<file path="src/fcl_ram.sv">
module fcl_ram #(
    parameter int WIDTH = 16,
    parameter int DEPTH = 256
) (
    input  logic                             aclk,
    input  logic                             we,
    input  logic [$clog2(DEPTH)-1:0]         waddr,
    input  logic [WIDTH-1:0]                 wdata,
    input  logic [$clog2(DEPTH)-1:0]         raddr,
    output logic [WIDTH-1:0]                 rdata
);

    logic [WIDTH-1:0] mem_reg [DEPTH];
    logic [WIDTH-1:0] rdata_reg;

    always_ff @(posedge aclk) begin
        if (we) begin
            mem_reg[waddr] <= wdata;
        end
        rdata_reg <= mem_reg[raddr];
    end

    assign rdata = rdata_reg;

endmodule

</file>
<file path="config.mk">
export PLATFORM = sky130hd
export DESIGN_NAME = fcl_ram
export DESIGN_NICKNAME = d
export VERILOG_FILES = /design/src/fcl_ram.sv
export SDC_FILE = /design/constraint.sdc
export NUM_CORES = 2
export LEC_CHECK = 0
export ABC_CLOCK_PERIOD_IN_PS = 2550
export BUFFER_PORTS_ARGS = -buffer_cell sky130_fd_sc_hd__buf_2
export CAP_MARGIN = 15
export CORE_MARGIN = 4
export CORE_UTILIZATION = 40
export CTS_CLUSTER_SIZE = 40
export DETAILED_ROUTE_END_ITERATION = 16
export GPL_ROUTABILITY_DRIVEN = 0
export HOLD_SLACK_MARGIN = 0.08
export PLACE_DENSITY_LB_ADDON = 0.05
export SLEW_MARGIN = 10
export SYNTH_ARGS = -nofsm -noshare
export SYNTH_HDL_FRONTEND = slang
export SYNTH_SLANG_ARGS = --single-unit
</file>
<file path="constraint.sdc">
create_clock -name aclk -period 2.55 [get_ports aclk]
set_input_delay 0.3825 -clock aclk [delete_from_list [all_inputs] [get_ports aclk]]
set_output_delay 0.3825 -clock aclk [all_outputs]
set_load 0.01 [all_outputs]
</file>
==> results.txt <==
Status: complete, but fails checks
Failing checks: setup timing
Vias per cell: 5.74
Syn avg cell area: 21.6 µm²
Crit path DAT: 3.44 ns
Worst Hold Class: in2reg
Pwr Density: 760 mW/mm²
Initial core utilization: 0.401
CTS Sinks: 4112
HPWL after detailed placement: 308000 µm
Post-CTS Setup Inserts: 0
DR WL/cell: 34.2 µm
Nets: 8622
Total GRT Usage: 0.236
Die ar.: 0.407 mm²
Setup TNS Final: -0.0651 ns
Critical Path End Type: register
Maximum VDD drop: 0.547 mV
Commonest non-fill, non-tap cell in the layout: edfxtp_1
R2R Setup Slk: -0.01 ns
Leakage: 61.8 nW
Min Tclk post-route: 2.58 ns
Fin util: 0.483
IO buf count: 49
Worst Hold Slack: 0.208 ns
Worst-margin pin slew: 0.857 ns
Worst setup path start: raddr[0]
Die span in y: 638 µm
Worst Path Required: 3.41 ns
Pwr Total: 145 mW
CTS Root Cell: clkbuf_16
CTS tree: built
Worst rel slew slack: 0.429
Reg2reg end: rdata[14]
Final Non-Filler Cells: 14200
Max Fclk: 388 MHz
CTS max path bufs: 4
Delay-heaviest family, CP: buffers and inverters
Yosys reg bits: 4112
Crit-path most repeated cell: buf_4
Global-route wire length before repair: 674000 µm
Finish-stage setup viols: 4
Placement Cell Area: 0.177 mm²
Max reg flops: 4096
Cells on Worst Hold Path: 4
Antenna Violating Nets Remaining: 0
Number of buffers and inverters on the critical path: 7
Critical Path Start Type: input pin
H-Tree Depth: 5
Maximum capacitance violations: 0
Post-Syn Nets: 7394
Critical R2R Launch: mem_reg[31][14]
I/O pin count: 50
Finished Cell Area: 0.191 mm²
Post-synth EDFFs: 4096
Critical Path Slowest Stage Cell: mux4_2
Worst Skew: 0.0646 ns
FP Rows: 231
Worst hold start: waddr[0]
Pre-Repair DR Iteration Count: 5
Post-Syn Area: 0.159 mm²
Vias in the first global route: 83000
Routed vias: 81600
Inserted Clock Buffers: 445
Layout cells sized above 1: 0.329
Final hold viol count: 0
Core Box Area: 0.396 mm²
Slowest stage delay, CP: 0.52 ns
Seq/Total Area, Yosys: 0.777
Dpl cells: 13400
Die width: 638 µm
Hold Crit Endpoint: mem_reg[19][0]
Worst Setup Path Type: in2reg
Worst Slack Setup Final: -0.0299 ns
Setup WS pre-CTS: -1.51 ns
RSZ-0062 raised after global routing: true
Residual DRC: 0
Top_reg_cell synth: edfxtp_1
Worst-path fanout max: 20
Area Overhead vs Synth: 20.3%
Yosys warns: 0
Initial antenna violation count: 35
Total grt overflow: 0
Final period util: 1.01
Max-slew violations: 0
Initial DRC count: 8636
Final wirelength: 486000 µm
Commonest cells after routing, fill and taps aside: edfxtp_1, buf_4, mux4_2
Yosys cell types: 52
Async set-reset flop share out of synthesis: 0
Post-Syn Instances: 7360
Worst-path clk slew: 0.06 ns
Worst-path cell chain: buf_12 -> buf_12 -> buf_4 -> buf_12 -> buf_4 -> buf_4 -> mux4_2 -> o22ai_1 -> nor3_1 -> nor3_2 -> buf_4 -> nor4_4
Reg2Reg Depth: 6
Largest net degree at the start of global routing: 99
Clock Latency Late Sink: 0.99 ns
## where the power goes
part	internal, mW	switching (mW)
Clock	35.5	26.4
Combinational	3.31	5.23
Sequential	74.5	0.130
## worst reg2reg max path, cell delays in order (launching register included)
cell	delay [ns]
edfxtp_1	0.35
mux4_2	0.49
mux4_2	0.57
a22o_4	0.30
o32ai_4	0.51
buf_6	0.19
nor4_4	0.03
## synth_stat cells (17+ instances only)
master,number,area [µm²]
buf_1,27,101
mux4_2,797,17900
buf_6,77,867
buf_2,76,380
edfxtp_1,4096,123000
o22ai_1,148,926
a22o_1,32,280
a21oi_1,175,876
a221oi_1,28,245
o221ai_1,252,2210
nor2_1,304,1140
o32ai_1,20,175
nand2_1,38,143
a211oi_1,18,135
mux2i_1,565,5660
nor4_1,17,106
nand3_1,35,175
nand4_1,26,163
o21ai_0,37,185
mux2_2,88,991
nor3_1,92,460
buf_4,26,195
clkbuf_1,230,863
a22oi_1,43,323
## cell families (layout without fill, tap and decap cells)
logic type,after synthesis,after routing,synth area share
AOI/OAI and AO/OA,786,786,0.0354
muxes,1450,1450,0.155
buffers and inverters,456,2059,0.0169
and+or+nand+nor,556,556,0.0157
other,0,16,0
DFF,4112,4112,0.777
## routing by layer
layer / up-vias / track usage / routed length (µm)
met5: - / 0 / 47
met1: 44700 / 0.347 / 218000
met2: 2499 / 0.374 / 229000
li1: 33800 / - / -
met3: 600 / 0.0323 / 26500
met4: 8 / 0.0592 / 13200
## what timing repair did
action,4_1_cts,5_1_grt
endpoints found under the hold margin,1475,0
hold buffers,17,0
pin swaps,2,7
setup endpoints to repair,9,7
resized for setup,23,20
## cell type report
cell class                 instances  area, µm²
fill                           32500     205000
multi-input combinational       2792      33500
timing repair buffer            1233      13600
sequential                      4112     123000
tap                             5242       6560
antenna                           16       40.0
inverter                           4       27.5
clock buffer                     544      11700
clock inverter                   278       2260
## how the worst max path moves through the flow
stage                           end  slack (ns)  cells past startpoint
finish                    rdata[14]       -0.03                     12
global route              rdata[14]       -0.03                      6
CTS                        rdata[3]        -0.1                      7
detailed placement         rdata[3]       -1.51                     10
global placement          rdata[14]       -1.74                     10
floorplan           mem_reg[235][0]       0.002                      6
Power figures use the tool's default switching activity.
