[config.mk]
export PLATFORM = sky130hd
export DESIGN_NAME = fcl_acc_cell
export DESIGN_NICKNAME = d
export VERILOG_FILES = /design/src/fcl_pkg.sv /design/src/fcl_acc_cell.sv
export SDC_FILE = /design/constraint.sdc
export NUM_CORES = 1
export LEC_CHECK = 0
export ABC_AREA = 1
export ABC_CLOCK_PERIOD_IN_PS = 800
export BUFFER_PORTS_ARGS = -buffer_cell sky130_fd_sc_hd__buf_4
export CELL_PAD_IN_SITES_DETAIL_PLACEMENT = 1
export CELL_PAD_IN_SITES_GLOBAL_PLACEMENT = 1
export CORE_UTILIZATION = 29
export CTS_CLUSTER_SIZE = 12
export DETAILED_ROUTE_END_ITERATION = 12
export PLACE_DENSITY = 0.89
export SLEW_MARGIN = 20
export SYNTH_ARGS = -nofsm -noshare
export SYNTH_HDL_FRONTEND = slang
export SYNTH_SLANG_ARGS = --single-unit
[constraint.sdc]
create_clock -name aclk -period 0.8 [get_ports aclk]
set_input_delay 0.16 -clock aclk [delete_from_list [all_inputs] [get_ports aclk]]
set_output_delay 0.16 -clock aclk [all_outputs]
set_load 0.02 [all_outputs]
[src/fcl_pkg.sv]
package fcl_pkg;

    localparam int IN_SIZE  = 16;
    localparam int OUT_SIZE = 16;
    localparam int ACC_N    = (IN_SIZE > OUT_SIZE) ? IN_SIZE : OUT_SIZE;
    localparam int W_DEPTH  = IN_SIZE * OUT_SIZE;
    localparam int W_AW     = (W_DEPTH > 1) ? $clog2(W_DEPTH) : 1;
    localparam int KW       = (ACC_N > 1) ? $clog2(ACC_N) : 1;
    localparam int IN_AW    = (IN_SIZE > 1) ? $clog2(IN_SIZE) : 1;
    localparam int OUT_AW   = (OUT_SIZE > 1) ? $clog2(OUT_SIZE) : 1;
    localparam int NW       = $clog2(ACC_N + 1) + 1;
    localparam int CNT_W    = $clog2(ACC_N + 3) + 1;
    localparam int ACC_W    = 40;

    localparam logic [15:0] LR_RESET = 16'd655;

    localparam logic [1:0] KIND_FWD   = 2'd0;
    localparam logic [1:0] KIND_BWD   = 2'd1;
    localparam logic [1:0] KIND_WLOAD = 2'd2;
    localparam logic [1:0] KIND_BLOAD = 2'd3;

    localparam logic RES_FWD = 1'b0;
    localparam logic RES_BWD = 1'b1;

    typedef struct packed {
        logic [1:0]         kind;
        logic signed [15:0] value;
        logic [11:0]        index;
        logic               last;
    } in_item_t;

    typedef struct packed {
        logic               result_kind;
        logic signed [15:0] result_value;
        logic [5:0]         result_index;
        logic               result_last;
    } out_item_t;

    typedef struct packed {
        logic shift;
        logic clear;
    } ring_ctl_t;

endpackage

[src/fcl_acc_cell.sv]
module fcl_acc_cell (
    input  logic                              aclk,
    input  logic                              aresetn,
    input  fcl_pkg::ring_ctl_t                ctl,
    input  logic signed [fcl_pkg::ACC_W-1:0]  d,
    output logic signed [fcl_pkg::ACC_W-1:0]  q
);
    import fcl_pkg::*;

    logic signed [ACC_W-1:0] acc_reg;

    always_ff @(posedge aclk) begin
        if (!aresetn) begin
            acc_reg <= '0;
        end else if (ctl.clear) begin
            acc_reg <= '0;
        end else if (ctl.shift) begin
            acc_reg <= d;
        end
    end

    assign q = acc_reg;

endmodule

==> results.json <==
{
  "status": "complete, but fails checks",
  "violations": "setup timing",
  "crit_chain": "buf_6",
  "post_dp_cell_area_um2": 2070,
  "fin_crit_ps": 913,
  "htree_levels": 2,
  "floorplan.rows": 25,
  "die_h_um": 72.4,
  "vias_in_the_first_global_route": 1471,
  "crit_fanout": 2,
  "yosys.cell_types.count": 8,
  "irDropWorstVdd_uv": 880,
  "path_buf_inv": 1,
  "synth_mux_area_frac": 0,
  "finalClockSkew_ps": 0,
  "finish.instance_area_um2": 2490,
  "cp-end-kind": "output port",
  "worst_path_max_delay_cell": "sky130_fd_sc_hd__dfxtp_2",
  "wl_um": 4300,
  "final-setup-viol-count": 41,
  "synth_top_cells_by_count": "81 x sky130_fd_sc_hd__nand2_1, 40 x sky130_fd_sc_hd__a21oi_1, 40 x sky130_fd_sc_hd__dfxtp_1",
  "largest_net_degree_at_the_start_of_global_routing": 41,
  "power.density_nw_per_um2": 1810,
  "post_dr_vias_cell": 4.33,
  "drtIter0Drc": 64,
  "final_critical_path_setup_slack_ps": -113,
  "netlist.area_leader.share": 0.557,
  "setup_tns_ps": -3990,
  "count_of_cell_instances_traversed_by_the_critical_path": 1,
  "synth.largest_area_cell": "sky130_fd_sc_hd__dfxtp_1",
  "die-area_um2": 5240,
  "synthArstFlopShare": 0,
  "postSynthCellCount": 176,
  "setup_repair_after_global_routing_missed_its_margin": "true",
  "place_hpwl_um": 2680,
  "regToRegEndpoint": "q[0]",
  "seq_area_frac_synth": 0.557,
  "num_vias": 1451,
  "worst-endpoint-arrival_ps": 750,
  "combinational_family_with_the_most_area_after_synthesis": "simple AND/OR/NAND/NOR gates",
  "io_buffer_count": 83,
  "grt_first_pass_wirelength_um": 6720,
  "critPathLaunch": "q[18]",
  "diodes": 0,
  "crit_path_end": "q[18]",
  "synthSimpleGateAreaFrac": 0.211,
  "timing.critical_path.max_delay_family": "flip-flops",
  "holdPathStages": 3,
  "largest_register_ffs": 40,
  "cp.required_ps": 640,
  "max_slew.worst_pin.slew_ps": 292,
  "grt_usage": 0.169,
  "syn_to_final_growth_pct": 73.3,
  "synthMostInstantiatedCell": "sky130_fd_sc_hd__nand2_1",
  "drtAntennaViolNets": 0,
  "cts.clk_slew.worst_paths_ps": 80,
  "synth_area_um2": 1440,
  "timing.critical_path.from_type": "flip-flop",
  "path_class": "flip-flop to output port",
  "worstHoldStart": "d[30]",
  "max_freq_mhz": 1100,
  "rrSetupSlack_ps": -10,
  "total_leakage_power_nw": 1.11,
  "ff2ff_path_depth": 4,
  "numClockSinks": 40,
  "synth_nets": 220,
  "clock_latency_of_the_later_clocked_register_in_the_worst_skew_pair_ps": 290,
  "nNetsFinal": 311,
  "grt_remaining_overflow": 0,
  "timing.final.max_slew_violations": 0,
  "clockBufferDepth": 2,
  "synth_ff_type": "sky130_fd_sc_hd__dfxtp_1",
  "timing.rr.start": "q[0]",
  "tritoncts.num_buffers": 5,
  "finalHoldViolations": 0,
  "root_buffer": "sky130_fd_sc_hd__clkbuf_8",
  "synth_xor_xnor_area_share": 0,
  "detailedRoute.firstPassIterationCount": 4,
  "grt_antenna_before_repair": 0,
  "postSynthAreaPerCell_um2": 8.17,
  "cap_viol_max_count": 0,
  "io-pin-count": 84,
  "timing.hold.ws_ps": 121,
  "hold_path.class": "primary input to flip-flop",
  "cts_tree": "yes",
  "placeable_core_area_um2": 4750,
  "die_width_um": 72.4,
  "yosys_register_bits": 40,
  "fin_crit_sh": 1.14,
  "yosys.area_share.adder": 0,
  "synth_compound_area_frac": 0.139,
  "start_util": 0.302,
  "cts_hold_buf": 0,
  "layout-drive-gt1-share": 0.556,
  "drcViolationCount": 0,
  "yosysWarnings": 0,
  "place.gp.congestion": 0.700,
  "ys_top_cells_by_area": "sky130_fd_sc_hd__dfxtp_1 56%, sky130_fd_sc_hd__nand2_1 21%, sky130_fd_sc_hd__a21oi_1 14%, sky130_fd_sc_hd__buf_6 7.0%, sky130_fd_sc_hd__buf_2 1.0%",
  "timing.max_slew.rel_slack": 0.806,
  "cp_slowest_stage_delay_ps": 350,
  "wl_per_cell_um": 12.8,
  "number_of_flops_mapped_to_enable_cells_by_yosys": 0
}
cell usage in the layout (no fill, tap or decap):
cell type                    n
sky130_fd_sc_hd__buf_6      40
sky130_fd_sc_hd__dfxtp_2    40
sky130_fd_sc_hd__clkinv_4    1
sky130_fd_sc_hd__nand2_2     1
sky130_fd_sc_hd__inv_1       1
sky130_fd_sc_hd__bufinv_16   1
sky130_fd_sc_hd__nand2_1    80
sky130_fd_sc_hd__a21oi_1    38
sky130_fd_sc_hd__a21oi_2     2
sky130_fd_sc_hd__clkbuf_8    7
sky130_fd_sc_hd__buf_4      55
sky130_fd_sc_hd__buf_12      2
logic make-up (layout without fill, tap and decap cells):
| group | count (synthesis) | count (layout) |
|---|---|---|
| AND/OR/NAND/NOR | 81 | 81 |
| AO/OA/AOI/OAI | 40 | 40 |
| flip-flops | 40 | 40 |
| buffers and inverters | 15 | 107 |
worst min-delay path by stage:
stage                       end  slack [ps]
after CTS                 q[35]         110
final                     q[30]         120
after global routing      q[30]         110
after floorplan           q[36]         300
after detailed placement  q[35]         430
after global placement    q[36]         430
timing repair:
action | in CTS | in global routing
setup endpoints to repair | 40 | 40
gates cloned | 0 | 0
buffers inserted | 2 | 9
resized for setup | 80 | 3
hold endpoints to repair | 0 | 0
per-layer routing:
metal / track usage / up-vias / routed length (um)
met4: 0.0784 / 0 / 72
met5: 0 / - / 0
li1: - / 735 / -
met2: 0.313 / 51 / 2310
met1: 0.174 / 658 / 1660
met3: 0.0500 / 7 / 254
layout make-up:
type                    instances  area, um2
repair buffers                 97        903
fillers                       573       2260
clock inverters                 1       30.0
clock buffers                   7       96.3
multi-input cells             121        514
inverters                       2       12.5
well taps                      67       83.8
flip-flops and latches         40        851
report_power, final:
group          total (mW)  switching [mW]  internal (mW)
clock network        1.77           0.673           1.10
registers            2.11          0.0453           2.07
logic               0.626           0.289          0.337
per-stage QoR:
stage,power [mW],worst slack [ps],utilization,cells
2_1_floorplan,2.41,93.1,-,176
3_3_place_gp,2.68,-36.6,0.436,316
3_5_place_dp,2.70,-81.8,0.436,316
4_1_cts,4.55,-126,0.508,326
5_1_grt,4.74,-152,0.524,335
6_report,4.51,-113,0.524,335
Power figures use the tool's default switching activity.
